**src/hdl/dmkv_pkg.sv**
```systemverilog
// ----------------------------------------------------------------------------
// Direct-mapped key/value table: shared definitions
// Request codes and field types used by the table unit and its hash unit.
// ----------------------------------------------------------------------------
package dmkv_pkg;

  localparam int LEN_W = 4;

  typedef logic [1:0]       req_type_t;
  typedef logic [LEN_W-1:0] key_len_t;

  localparam req_type_t OP_INSERT = 2'd0;
  localparam req_type_t OP_REMOVE = 2'd1;
  localparam req_type_t OP_SEARCH = 2'd2;

endpackage

```
**src/hdl/dmkv_hash.sv**
```systemverilog
// ----------------------------------------------------------------------------
// Key hash unit
// Folds the key one byte at a time: add the byte, multiply by the byte, and
// reduce modulo the table size by a reciprocal multiply and a back-multiply.
// ----------------------------------------------------------------------------
module dmkv_hash #(
  parameter int TABLE_SIZE = 256,
  parameter int KEY_BYTES  = 8,
  localparam int IDX_W = $clog2(TABLE_SIZE),
  localparam int KEY_W = 8 * KEY_BYTES
) (
  input  logic               clk,
  input  logic               rst_n,
  input  logic               start,
  input  logic [KEY_W-1:0]   key,
  input  dmkv_pkg::key_len_t len,
  output logic               done,
  output logic [IDX_W-1:0]   slot
);

  import dmkv_pkg::*;

  localparam int SUM_W   = ((IDX_W > 8) ? IDX_W : 8) + 1;
  localparam int PROD_W  = SUM_W + 8;
  localparam int SHIFT   = PROD_W + IDX_W;
  localparam int RECIP_W = PROD_W + 2;
  localparam int WIDE_W  = PROD_W + RECIP_W;
  localparam int BACK_W  = PROD_W + IDX_W + 1;

  localparam logic [63:0] RECIP_64 =
    ((64'd1 << SHIFT) + 64'(TABLE_SIZE) - 64'd1) / 64'(TABLE_SIZE);
  localparam logic [RECIP_W-1:0] RECIP   = RECIP_64[RECIP_W-1:0];
  localparam logic [IDX_W:0]     MODULUS = (IDX_W + 1)'(TABLE_SIZE);

  localparam logic [2:0] HS_IDLE = 3'd0;
  localparam logic [2:0] HS_ADD  = 3'd1;
  localparam logic [2:0] HS_MUL  = 3'd2;
  localparam logic [2:0] HS_RED  = 3'd3;
  localparam logic [2:0] HS_DONE = 3'd4;

  logic [2:0]        state_r, state_nxt;
  logic [KEY_W-1:0]  sh_r, sh_nxt;
  key_len_t          cnt_r, cnt_nxt;
  key_len_t          len_r, len_nxt;
  logic [IDX_W-1:0]  h_r, h_nxt;
  logic [PROD_W-1:0] p_r, p_nxt;
  logic [PROD_W-1:0] q_r, q_nxt;

  logic [SUM_W-1:0]  sum;
  logic [WIDE_W-1:0] wide;
  logic [WIDE_W-1:0] wide_sh;
  logic [BACK_W-1:0] back;
  logic [BACK_W-1:0] rem;

  always_comb begin
    sum     = SUM_W'(h_r) + SUM_W'(sh_r[7:0]);
    wide    = WIDE_W'(p_r) * WIDE_W'(RECIP);
    wide_sh = wide >> SHIFT;
    back    = BACK_W'(q_r) * BACK_W'(MODULUS);
    rem     = BACK_W'(p_r) - back;

    state_nxt = state_r;
    sh_nxt    = sh_r;
    cnt_nxt   = cnt_r;
    len_nxt   = len_r;
    h_nxt     = h_r;
    p_nxt     = p_r;
    q_nxt     = q_r;

    if (start) begin
      sh_nxt    = key;
      cnt_nxt   = '0;
      len_nxt   = len;
      h_nxt     = '0;
      state_nxt = (len == '0) ? HS_DONE : HS_ADD;
    end else begin
      case (state_r)
        HS_ADD: begin
          p_nxt     = PROD_W'(sum) * PROD_W'(sh_r[7:0]);
          state_nxt = HS_MUL;
        end
        HS_MUL: begin
          q_nxt     = wide_sh[PROD_W-1:0];
          state_nxt = HS_RED;
        end
        HS_RED: begin
          h_nxt     = rem[IDX_W-1:0];
          sh_nxt    = sh_r >> 8;
          cnt_nxt   = cnt_r + 4'd1;
          state_nxt = (cnt_r + 4'd1 == len_r) ? HS_DONE : HS_ADD;
        end
        HS_DONE: begin
          state_nxt = HS_IDLE;
        end
        default: begin
          state_nxt = HS_IDLE;
        end
      endcase
    end
  end

  always_ff @(posedge clk) begin
    if (!rst_n) begin
      state_r <= HS_IDLE;
    end else begin
      state_r <= state_nxt;
    end
    sh_r  <= sh_nxt;
    cnt_r <= cnt_nxt;
    len_r <= len_nxt;
    h_r   <= h_nxt;
    p_r   <= p_nxt;
    q_r   <= q_nxt;
  end

  assign done = (state_r == HS_DONE);
  assign slot = h_r;

endmodule

```
**config.mk**
```make
export PLATFORM = sky130hd
export DESIGN_NAME = dmkv_hash
export DESIGN_NICKNAME = d
export VERILOG_FILES = /design/src/hdl/dmkv_pkg.sv /design/src/hdl/dmkv_hash.sv
export SDC_FILE = /design/constraint.sdc
export NUM_CORES = 1
export LEC_CHECK = 0
export BUFFER_PORTS_ARGS = -buffer_cell sky130_fd_sc_hd__buf_2
export CAP_MARGIN = 20
export CELL_PAD_IN_SITES_DETAIL_PLACEMENT = 0
export CELL_PAD_IN_SITES_GLOBAL_PLACEMENT = 1
export CORE_AREA = 2 2 108 110
export CTS_CLUSTER_SIZE = 10
export DETAILED_ROUTE_END_ITERATION = 16
export DIE_AREA = 0 0 110 112
export PLACE_DENSITY = 0.76
export SYNTH_ARGS = -nofsm -noshare
export SYNTH_HDL_FRONTEND = slang
export SYNTH_SLANG_ARGS = --single-unit
```
**constraint.sdc**
```tcl
create_clock -name clk -period 11.3 [get_ports clk]
set_input_delay 0 -clock clk [delete_from_list [all_inputs] [get_ports clk]]
set_output_delay 0 -clock clk [all_outputs]
set_load 0.02 [all_outputs]
```
Yosys cells after proc, flatten, opt, wreduce, memory -nomap -nowiden. Index checks and enable logic that the tools add are counted.

Register bits after elaboration: 91. Bits of input ports: 71. Output and inout port bits: 9. Logic and storage cells: 25.

Add/subtract/negate cells: 3. Multiply operators: 1. Equal/unequal tests: 5. Multiplexer cells: 6. Bitwise operators: 1. Reduce and logical (&&, ||, !) cells: 3.

Operator list (number): $mux 64 (2); $add 8x8->9 (1); $mul 9x8->8 (1); $mux 3 (3); $pmux 3 s3 (1); $sub 8x1->8 const B (1); $eq 3x2->1 const B (2); $add 4x1->4 const B (1); $eq 4x4->1 (1); $logic_not 4->1 (1); $eq 3x1->1 const B (1); $eq 3x3->1 const B (1); $reduce_and 2->1 (1); $reduce_bool 2->1 (1); $not 1->1 (1).

Logic depth before layout (Yosys ltp). Gate-level depths: netlist of run 1.

Word-level depth: 5. Depth in mapped cells: 20. Depth with buffers taken out: 20.

Worst setup path after synthesis of run 1. Ideal clock, no wire load.

Path type: reg-to-reg. Start: register h_r[0] (netlist: slot[0]). End: register p_r[7], data pin. Data arrival time: 4993 ps. Setup slack: 6040 ps. Cell stages (with the launch flop): 21. Buffers on the path: 0. Path through: dfxtp_1 ha_1 inv_1 fa_1 nor2b_1 o22ai_1 xnor2_1 nand2_1 fa_1 inv_1 ha_1 inv_1 fa_1 fa_1 inv_1 ha_1 a21oi_1 xnor2_1 xnor2_1 xnor3_1 xnor3_1.

Cells in the longest elaborated chain, start to end: 2.

Ends and longest elaborated chain: start: declaration (RTL line dmkv_hash.sv:45) `logic [IDX_W-1:0] h_r, h_nxt;`; start signal: assignment (RTL line dmkv_hash.sv:111) `h_r <= h_nxt;`; $add 8x8->9 (RTL line dmkv_hash.sv:56) `sum = SUM_W'(h_r) + SUM_W'(sh_r[7:0]);`; $mul 9x8->8 (RTL line dmkv_hash.sv:79) `p_nxt = PROD_W'(sum) * PROD_W'(sh_r[7:0]);`; end signal: assignment (RTL line dmkv_hash.sv:112) `p_r <= p_nxt;`; end: declaration (RTL line dmkv_hash.sv:46) `logic [PROD_W-1:0] p_r, p_nxt;`.

No other way between the ends. A chain may end at the register's enable or synchronous reset.

Worst setup path after layout of run 1.
Start: register sh_r[0]. End: register p_r[7], data pin.

Cells in the longest elaborated chain, start to end: 2.

Ends and longest elaborated chain: start: declaration (RTL line dmkv_hash.sv:42) `logic [KEY_W-1:0] sh_r, sh_nxt;`; start signal: assignment (RTL line dmkv_hash.sv:108) `sh_r <= sh_nxt;`; $add 8x8->9 (RTL line dmkv_hash.sv:56); $mul 9x8->8 (*) (RTL line dmkv_hash.sv:79).

Every way passes the cells marked *; elsewhere a longest branch is shown, timed or not.

==> results of run 1 <==
## final cells by class
cell class	instances	area (µm²)
multi-input cells	245	2150
clock buffers	9	225
repair buffers	149	1090
clock inverters	7	100
inverters	32	120
well taps	143	179
fillers	898	4730
flip-flops and latches	91	2580
## logic make-up after synthesis
| group | share of synthesized area |
|---|---|
| xor gates and xnor gates | 0.0568 |
| buffers and inverters | 0.0330 |
| and+or+nand+nor | 0.103 |
| adders and majority gates | 0.117 |
| DFF | 0.528 |
| AOI/OAI and AO/OA | 0.0330 |
| muxes | 0.129 |
## layer usage
metal,share of wire,up-vias
met2,0.52,57
li1,-,1630
met1,0.43,1595
met3,0.037,7
met4,0.0089,0
met5,0,-
## flip-flops by register name, summed over array words and instances (netlist names)
register	count
p_r	8
state_r	3
sh_r	64
slot	8
len_r	4
cnt_r	4
## stage by stage
stage / std cells / hold WS, ns / utilization / total power (µW) / worst slack, ns
detailed placement: 592 / 0.192 / 0.487 / 629 / 5.72
global placement: 592 / 0.187 / 0.487 / 625 / 5.85
finish: 676 / 0.0152 / 0.577 / 965 / 5.72
global route: 676 / 0.00451 / 0.577 / 1020 / 5.36
floorplan: 379 / 0.0989 / - / 580 / 6.04
CTS: 676 / 0.00130 / 0.577 / 976 / 5.71
## synth_stat cells
| library cell | n |
|---|---|
| a21o_1 | 2 |
| o21ai_0 | 2 |
| a311oi_1 | 1 |
| and3_1 | 1 |
| a21oi_1 | 16 |
| or4_1 | 1 |
| nor3b_1 | 3 |
| xor2_1 | 6 |
| o22ai_1 | 1 |
| nor3_1 | 2 |
| clkbuf_1 | 11 |
| dfxtp_1 | 15 |
| and2_1 | 16 |
| mux2_2 | 56 |
| and2b_1 | 4 |
| edfxtp_1 | 76 |
| nor4b_1 | 2 |
| nor2b_1 | 8 |
| ha_1 | 25 |
| o31a_1 | 1 |
| nor4_1 | 4 |
| o221ai_1 | 1 |
| fa_1 | 13 |
| nor2_1 | 10 |
| nand2b_1 | 4 |
| or2_2 | 1 |
| nand3_1 | 2 |
| o311a_1 | 1 |
| nand2_1 | 36 |
| xnor2_1 | 18 |
| inv_1 | 32 |
| or3_1 | 3 |
| xnor3_1 | 3 |
| o21bai_1 | 1 |
| a31oi_1 | 1 |
## path summary, 6_finish.rpt
check	depth (start not counted)	end	from	slack, ns
worst max-delay path	16	p_r[7]	sh_r[0]	5.72
worst min-delay path	2	sh_r[0]	key[0]	0.02
worst max register to register	16	p_r[7]	sh_r[0]	5.72
worst min register to register	1	state_r[1]	state_r[2]	0.47
## where the power goes
group / total, µW / leakage [µW] / internal (µW) / switching [µW]
registers: 412 / 0.000866 / 401 / 11.0
logic: 228 / 0.00164 / 131 / 96.7
clock network: 326 / 0.000156 / 196 / 130
==> impl_metrics.csv, run 1 <==
group,metric,value,unit
status,outcome,"finished, final reports clean",
clock_network,insertion_delay,0.33,ns
setup_path,worstPathCellList,"ha_1 -> inv_1 -> fa_1 -> xnor2_1 -> nand2_1 -> fa_1 -> fa_1 -> fa_1 -> fa_1 -> inv_1 -> ha_1 -> a21oi_1 -> xnor2_1 -> xnor2_1 -> xnor3_1 -> xnor3_1",
floorplanning,initial_utilization,0.437,
drt,drc,0,
drt,drtIter0Drc,136,
global_routing,met1_usage,0.217,
layout,final_common_cell,"buf_2",
global_routing,grt_pass1_wl,16.5,mm
run,max_cap_viol_count,0,
drt,first_pass_iters,5,
synth,avgSynthCellArea,12.9,µm²
global_routing,grt_max_degree,85,
setup_path,critical_path_buf_inv_count,2,
timing,min_period_over_period,0.494,
clock_network,cts_tree,"built",
layout,drive_gt1_frac,0.289,
timing,hold_viol_final,0,
setup_path,slowest_delay,0.57,ns
setup_path,startpoint_type,"flip-flop",
power_and_ir_drop,p_leak,0.00266,µW
synth,syn_inst,379,
setup_path,critPathKind,"reg -> reg",
setup_path,crit_top_cell,"fa_1",
timing,skew,0.00684,ns
synth,ys_warn_count,0,
min_path,hp-class,"in -> reg",
timing,timing.final.crit_period,5.58,ns
global_routing,gr-max-usage-layer,"met2",
global_routing,grt_pass1_vias,3528,
timing,slew_viol_final,0,
clock_network,hold_buffers,68,
clock_network,cts_root_buf,"clkbuf_16",
setup_path,crit_arrival,5.66,ns
setup_path,endpoint_kind,"flip-flop",
clock_network,cts_max_path_buffers,2,
global_routing,gr-usage-met2,0.300,
synth,netlist_area,4890,µm²
synth,synth_fp_nets,488,
drt,vias_per_cell,4.87,
timing,fmax,179,MHz
clock_network,clock_sinks,91,
placed_design,dp_hpwl,6.52,mm
synth,ys_seq_area_frac,0.528,
synth,yosys_register_bits,91,
synth,synth_cell_types,35,
placed_design,post_dp_cell_area,5440,µm²
global_routing,grtUsageMet3,0.0357,
timing,finalSetupViolCount,0,
global_routing,overflow,0,
setup_path,crit_path_max_fanout,9,
timing,finalSetupTns,0,ns
placed_design,port_buffers,79,
layout,area_delta_synth_final,31.9,%
power_and_ir_drop,power.density,150,nW/µm²
clock_network,h-tree-depth,3,
clock_network,cts_buffers,9,
drt,ant_nets,0,
layout,finalNetCount,637,
floorplanning,die-area,12300,µm²
floorplanning,die_w,110,µm
global_routing,gr-usage-all-layers,0.174,
layout,final_area,6450,µm²
floorplanning,core_area,11200,µm²
timing,grt_setup_unrepaired,"false",
synth,synth_top_area_share,0.467,
power_and_ir_drop,ir_drop,0.114,mV
synth,synth_area_leader_cell,"edfxtp_1",
clock_network,ctsResizeCount,0,
drt,drt_wl_total,9.98,mm
clock_network,path_clk_slew,0.07,ns
setup_path,crit_family,"adder cells",
drt,num_vias,3289,
drt,avgRoutedWirePerCell,14.8,µm
floorplanning,rows,39,
setup_path,critPathRequiredTime,11.38,ns
clock_network,post_cts_buffers,0,
floorplanning,die_y,112,µm
timing,tightest_slew,0.951,ns
timing,slew_headroom,0.366,
setup_path,cpMaxStageDelayCell,"fa_1",
global_routing,antenna_found_initial,0,
layout,n_antenna_cell,0,
floorplanning,io_pins,80,
synth,synth_top_cells_by_area,"edfxtp_1 (47%), mux2_2 (13%), ha_1 (6.4%), dfxtp_1 (6.1%), fa_1 (5.3%)",
placed_design,place.gp.congestion,0.828,
layout,layout_common_cells,"buf_2 (78), edfxtp_1 (76), dlygate4sd3_1 (68), mux2_2 (56), nand2_1 (35)",
Note: power is estimated with default switching activity, not from simulation.
==> inputs of run 2 (changes only) <==
ABC_AREA = 1   (was not set)
CORE_AREA = 2 2 112 114   (was 2 2 108 110)
DIE_AREA = 0 0 114 116   (was 0 0 110 112)
PLACE_DENSITY = 0.78   (was 0.76)
clock period = 5.5 ns   (was 11.3 ns; I/O delays follow)
==> run 2 against run 1 <==
Worst hold slack better by 0.0063 ns. Sequential power is 110% higher. First-iteration DRC count is 79% higher. Flip-flop and latch count stayed put. Non-clock buffer count stayed put. Total power is 98% higher. Die area is 7.3% higher. Clock skew is 0.0017 ns lower.
==> impl_metrics.csv, run 2 <==
group,metric,value,unit
status,outcome,"finished, final reports clean",
power_and_ir_drop,p_total,1910,µW
drt,vias_per_cell,4.72,
floorplanning,die-area,13200,µm²
setup_path,crit_path_max_fanout,5,
layout,final_common_cell,"nand2_1",
clock_network,hold_buffers,67,
power_and_ir_drop,swShare,0.272,
placed_design,dp_hpwl,7.84,mm
synth,synth_cell_types,28,
timing,tightest_slew,0.879,ns
setup_path,cpMaxStageDelayCell,"fa_1",
synth,synth_top_cells_by_area,"edfxtp_1 (45%), nand2_1 (18%), ha_1 (6.1%), dfxtp_1 (5.9%), fa_1 (5.1%)",
setup_path,endpoint_kind,"flip-flop",
power_and_ir_drop,p_leak,0.00328,µW
synth,synth_area_leader_cell,"edfxtp_1",
global_routing,overflow,0,
placed_design,place.gp.congestion,0.859,
power_and_ir_drop,p_int,1390,µW
power_and_ir_drop,power_frac_seq,0.443,
min_path,hp-class,"in -> reg",
clock_network,h-tree-depth,3,
placed_design,port_buffers,79,
timing,fmax,207,MHz
floorplanning,io_pins,80,
clock_network,cts_buffers,9,
layout,regArea,2580,µm²
global_routing,gr-usage-met2,0.326,
global_routing,grtUsageMet3,0.0319,
clock_network,cts_max_path_buffers,2,
layout,largest_reg_flops,64,
floorplanning,initial_utilization,0.429,
setup_path,crit_arrival,4.93,ns
global_routing,grt_pass1_vias,4100,
timing,finalSetupViolCount,0,
synth,synth_fp_nets,689,
run,max_cap_viol_count,0,
synth,ys.flop_type,"edfxtp_1",
global_routing,antenna_found_initial,0,
power_and_ir_drop,combPwrFrac,0.219,
synth,ys_seq_area_frac,0.506,
synth,synth_enable_flop_cells,76,
power_and_ir_drop,p_switching,520,µW
global_routing,grt_pass1_wl,19.4,mm
drt,drt_wl_total,11.7,mm
layout,drive_gt1_frac,0.171,
layout,finalNetCount,833,
synth,ys_top_cells_by_count,"nand2_1 (247), edfxtp_1 (76), inv_1 (65)",
clock_network,cts_root_buf,"clkbuf_16",
layout,n_antenna_cell,0,
setup_path,crit_top_cell,"fa_1",
timing,grt_setup_unrepaired,"false",
drt,avgRoutedWirePerCell,13.3,µm
drt,ant_nets,0,
synth,syn_inst,580,
synth,yosys_register_bits,91,
layout,area_delta_synth_final,29.9,%
placed_design,dp_cells,793,
clock_network,insertion_delay,0.33,ns
setup_path,critPathRequiredTime,5.59,ns
floorplanning,rows,40,
layout,largest_register,"sh_r",
layout,layout_common_cells,"nand2_1 (246), buf_2 (79), edfxtp_1 (76), dlygate4sd3_1 (67), inv_1 (64)",
synth,ys_warn_count,0,
setup_path,critPathKind,"reg -> reg",
synth,async_reset_ff_frac,0,
global_routing,gr-usage-all-layers,0.188,
power_and_ir_drop,power.density,288,nW/µm²
synth,synth_top_area_share,0.447,
setup_path,startpoint_type,"flip-flop",
clock_network,cts_tree,"built",
drt,num_vias,4132,
global_routing,gr-max-usage-layer,"met2",
timing,skew,0.00509,ns
synth,netlist_area,5100,µm²
layout,stdcell_count,876,
synth,synth_most_common_cell,"nand2_1",
clock_network,post_cts_buffers,0,
power_and_ir_drop,ir_drop,0.202,mV
drt,drtIter0Drc,244,
timing,slew_headroom,0.412,
timing,hold_viol_final,0,
timing,min_period_over_period,0.880,
floorplanning,core_area,11900,µm²
layout,multiInputGateArea,2200,µm²
global_routing,met1_usage,0.231,
clock_network,clock_sinks,91,
timing,finalSetupTns,0,ns
layout,fill_cells,1031,
clock_network,path_clk_slew,0.06,ns
clock_network,ctsResizeCount,0,
drt,first_pass_iters,4,
synth,avgSynthCellArea,8.80,µm²
global_routing,grt_max_degree,75,
timing,hold_ws,0.0216,ns
power_and_ir_drop,pwr-share-clk,0.338,
drt,drc,0,
timing,timing.final.crit_period,4.84,ns
timing,slew_viol_final,0,
setup_path,slowest_delay,0.56,ns
setup_path,worstPathCellList,"ha_1 -> inv_1 -> fa_1 -> inv_2 -> nand2_1 -> fa_1 -> fa_1 -> fa_1 -> fa_1 -> inv_1 -> ha_1 -> a21oi_1 -> nand2_1 -> xnor3_1 -> nand3_1 -> nand2_1",
floorplanning,die_y,116,µm
floorplanning,die_w,114,µm
==> run 2: cell types whose count changed after synthesis, moves of 8 or more <==
| cell | before | now |
|---|---|---|
| nand2_1 | 36 | 247 |
| mux2_2 | 56 | 0 |
| nand3_1 | 2 | 36 |
| inv_1 | 32 | 65 |
| nor2_1 | 10 | 30 |
| and2_1 | 16 | 0 |
| xnor2_1 | 18 | 2 |
| a21oi_1 | 16 | 7 |
| nand2_2 | 0 | 9 |
| nand3_2 | 0 | 9 |
| nor2b_1 | 8 | 0 |
==> run 2: metal layers <==
metal | up-vias | share of wire
met5 | - | 0
met2 | 98 | 0.49
met3 | 17 | 0.040
met4 | 0 | 0.021
met1 | 1895 | 0.44
li1 | 2122 | -
==> run 2: power groups by stage <==
stage	combinational, µW	clock, µW	sequential [µW]
after global routing	487	680	850
final	419	645	845
after global placement	376	0	858
after CTS	424	653	845
after detailed placement	384	0	860
after floorplan	276	0	854
==> run 2: worst max-delay path, delay by kind of cell, from the launching register on <==
kind	cells	cell delay (ns)
XOR/XNOR	1	0.36
AND/OR/NAND/NOR	4	0.30
flip-flops	1	0.46
adder cells (fa/ha/maj)	7	3.09
AO/OA/AOI/OAI	1	0.15
buffers and inverters	3	0.24
==> run 2: final cells by class <==
type                    instances  share of cell area
well taps                     147              0.0277
clock inverters                 4             0.00717
repair buffers                149               0.164
flip-flops and latches         91               0.389
inverters                      71              0.0402
multi-input cells             402               0.331
clock buffers                  12              0.0402
==> run 2: path summary, 6_finish.rpt <==
| kind | startpoint | end | slack (ns) | depth (start not counted) |
|---|---|---|---|---|
| worst min-delay path | key[0] | sh_r[0] | 0.02 | 3 |
| worst max-delay path | sh_r[0] | p_r[7] | 0.66 | 16 |
| worst min register to register | p_r[2] | slot[2] | 0.44 | 2 |
| worst max register to register | sh_r[0] | p_r[7] | 0.66 | 16 |
==> run 2: logic make-up (layout without fill, tap and decap cells) <==
group                    after synthesis  after routing  synth area share
buffers and inverters                 87            236            0.0642
XOR/XNOR                              13             13            0.0265
AND/OR/NAND/NOR                      337            337             0.275
adder cells (fa/ha/maj)               38             38             0.112
AO/OA/AOI/OAI                         14             14            0.0159
flip-flops                            91             91             0.506
==> run 2: metrics by stage <==
step                      setup WS (ns)  area, µm²   util
after floorplan                   0.857       5100      -
after detailed placement          0.676       5650  0.474
final                             0.663       6630  0.557
after global routing              0.326       6630  0.557
after CTS                         0.647       6630  0.557
after global placement            0.746       5650  0.474
==> inputs of run 3 (changes only) <==
clock period = 4.5 ns   (was 5.5 ns; I/O delays follow)
==> run 3 against run 2 <==
Fmax grew 13%. Register-to-register slack got worse by 0.44 ns. Sequential power rose by 22%. Via count is 1.2% higher. Design area rose by 1.6%. Total power is 22% higher. Count of clock-buffer cells in the layout decreased by 3. Sequential share of layout area shrank 0.59 points. Setup slack lost 0.44 ns. Critical path depth unchanged. Critical endpoint unchanged.
==> impl_metrics.csv, run 3 (synthesized netlist as in run 2, its figures left out) <==
group,metric,value,unit
status,outcome,"finished, final reports clean",
layout,n_antenna_cell,0,
layout,area_delta_synth_final,32.0,%
drt,num_vias,4182,
setup_path,critPathKind,"reg -> reg",
drt,avgRoutedWirePerCell,13.2,µm
timing,finalSetupViolCount,0,
timing,final.setup.worst_slack,0.220,ns
power_and_ir_drop,ir_drop,0.215,mV
timing,tightest_slew,1.00,ns
timing,min_period_over_period,0.951,
timing,slew_headroom,0.329,
floorplanning,die_w,114,µm
clock_network,cts_tree,"built",
floorplanning,core_area,11900,µm²
layout,regArea,2580,µm²
placed_design,port_buffers,79,
global_routing,grt_pass1_wl,19.1,mm
setup_path,endpoint_kind,"flip-flop",
clock_network,cts_root_buf,"clkbuf_16",
setup_path,cpMaxStageDelayCell,"fa_1",
floorplanning,die-area,13200,µm²
timing,hold_viol_final,0,
drt,drc,0,
clock_network,clock_sinks,91,
placed_design,place.gp.congestion,0.896,
global_routing,overflow,0,
setup_path,crit_family,"adder cells",
timing,slew_viol_final,0,
clock_network,cts_max_path_buffers,2,
layout,layout_common_cells,"nand2_1 (245), buf_2 (79), edfxtp_1 (76), dlygate4sd3_1 (66), inv_1 (62)",
drt,first_pass_iters,4,
power_and_ir_drop,p_leak,0.00332,µW
min_path,hp-class,"in -> reg",
layout,final_common_cell,"nand2_1",
drt,drtIter0Drc,187,
layout,multiInputGateArea,2240,µm²
layout,largest_reg_flops,64,
timing,timing.final.crit_period,4.28,ns
placed_design,dp_hpwl,7.97,mm
setup_path,slowest_delay,0.51,ns
global_routing,grt_max_degree,74,
setup_path,worstPathCellList,"ha_2 -> inv_1 -> fa_2 -> inv_2 -> nand2_1 -> fa_1 -> fa_1 -> fa_1 -> fa_1 -> inv_2 -> ha_4 -> nand3_2 -> nand2_1 -> xnor3_1 -> nand3_1 -> nand2_1",
clock_network,h-tree-depth,3,
global_routing,antenna_found_initial,0,
timing,skew,0.00696,ns
timing,fmax,234,MHz
clock_network,path_clk_slew,0.06,ns
layout,largest_register,"sh_r",
setup_path,startpoint_type,"flip-flop",
layout,drive_gt1_frac,0.200,
placed_design,dp_cells,801,
global_routing,grt_pass1_vias,4092,
floorplanning,io_pins,80,
placed_design,dp_slack,-0.0678,ns
setup_path,crit_top_cell,"fa_1",
clock_network,cts_buffers,9,
floorplanning,initial_utilization,0.429,
run,max_cap_viol_count,0,
power_and_ir_drop,power.density,346,nW/µm²
layout,finalNetCount,844,
setup_path,crit_arrival,4.38,ns
global_routing,gr-usage-all-layers,0.185,
floorplanning,rows,40,
layout,fill_cells,1052,
setup_path,critPathRequiredTime,4.59,ns
clock_network,insertion_delay,0.34,ns
layout,stdcell_count,886,
drt,ant_nets,0,
drt,drt_wl_total,11.7,mm
setup_path,crit_path_max_fanout,4,
drt,vias_per_cell,4.72,
floorplanning,die_y,116,µm
setup_path,critical_path_buf_inv_count,3,
-- run 3: layout make-up --
type | instances | share of cell area
clock buffer | 9 | 0.0334
clock inverter | 6 | 0.00984
inverter | 71 | 0.0396
multi-input combinational | 402 | 0.333
sequential | 91 | 0.383
tap | 147 | 0.0273
timing repair buffer | 160 | 0.173
-- run 3: path summary, 6_finish.rpt --
path | start | endpoint | slack, ns | cells after the start
worst min-delay path | key[2] | sh_r[2] | 0.03 | 3
worst max register to register | sh_r[0] | p_r[7] | 0.22 | 16
worst min register to register | p_r[6] | slot[6] | 0.44 | 2
worst max-delay path | sh_r[0] | p_r[7] | 0.22 | 16
-- run 3: power by group --
group          leakage, µW  internal [µW]  switching [µW]
Sequential        0.000876           1000            26.9
Clock             0.000139            429             322
Combinational      0.00230            243             305
-- run 3: per-stage QoR --
stage / area [µm²] / hold WS, ns / power, µW / utilization / TNS [ns]
CTS: 6680 / 0.0339 / 2330 / 0.561 / 0
global route: 6740 / 0.0309 / 2460 / 0.566 / -0.00960
global placement: 5720 / 0.193 / 1520 / 0.481 / 0
finish: 6740 / 0.0319 / 2330 / 0.566 / 0
floorplan: 5120 / 0.0989 / 1390 / - / 0
detailed placement: 5720 / 0.196 / 1530 / 0.481 / -0.0678
-- run 3: tightest hold or removal path, cell delays in order --
cell and delay (ns):
buf_2 0.08, nand2_1 0.04, nand2_1 0.12
-- run 3: timing repair --
item                                    4_1_cts  5_1_grt
endpoints found under the setup margin        1        1
pin swaps                                     2        9
hold buffers                                 66        0
resized for setup                             2        6
setup buffers                                 0        4
hold endpoints to repair                     68        0
-- run 3: routing by layer --
layer,vias to the layer above,share of wire,track usage
met5,-,0,0
li1,2144,-,-
met2,80,0.50,0.327
met4,0,0.016,0.0667
met1,1942,0.45,0.231
met3,16,0.033,0.0319
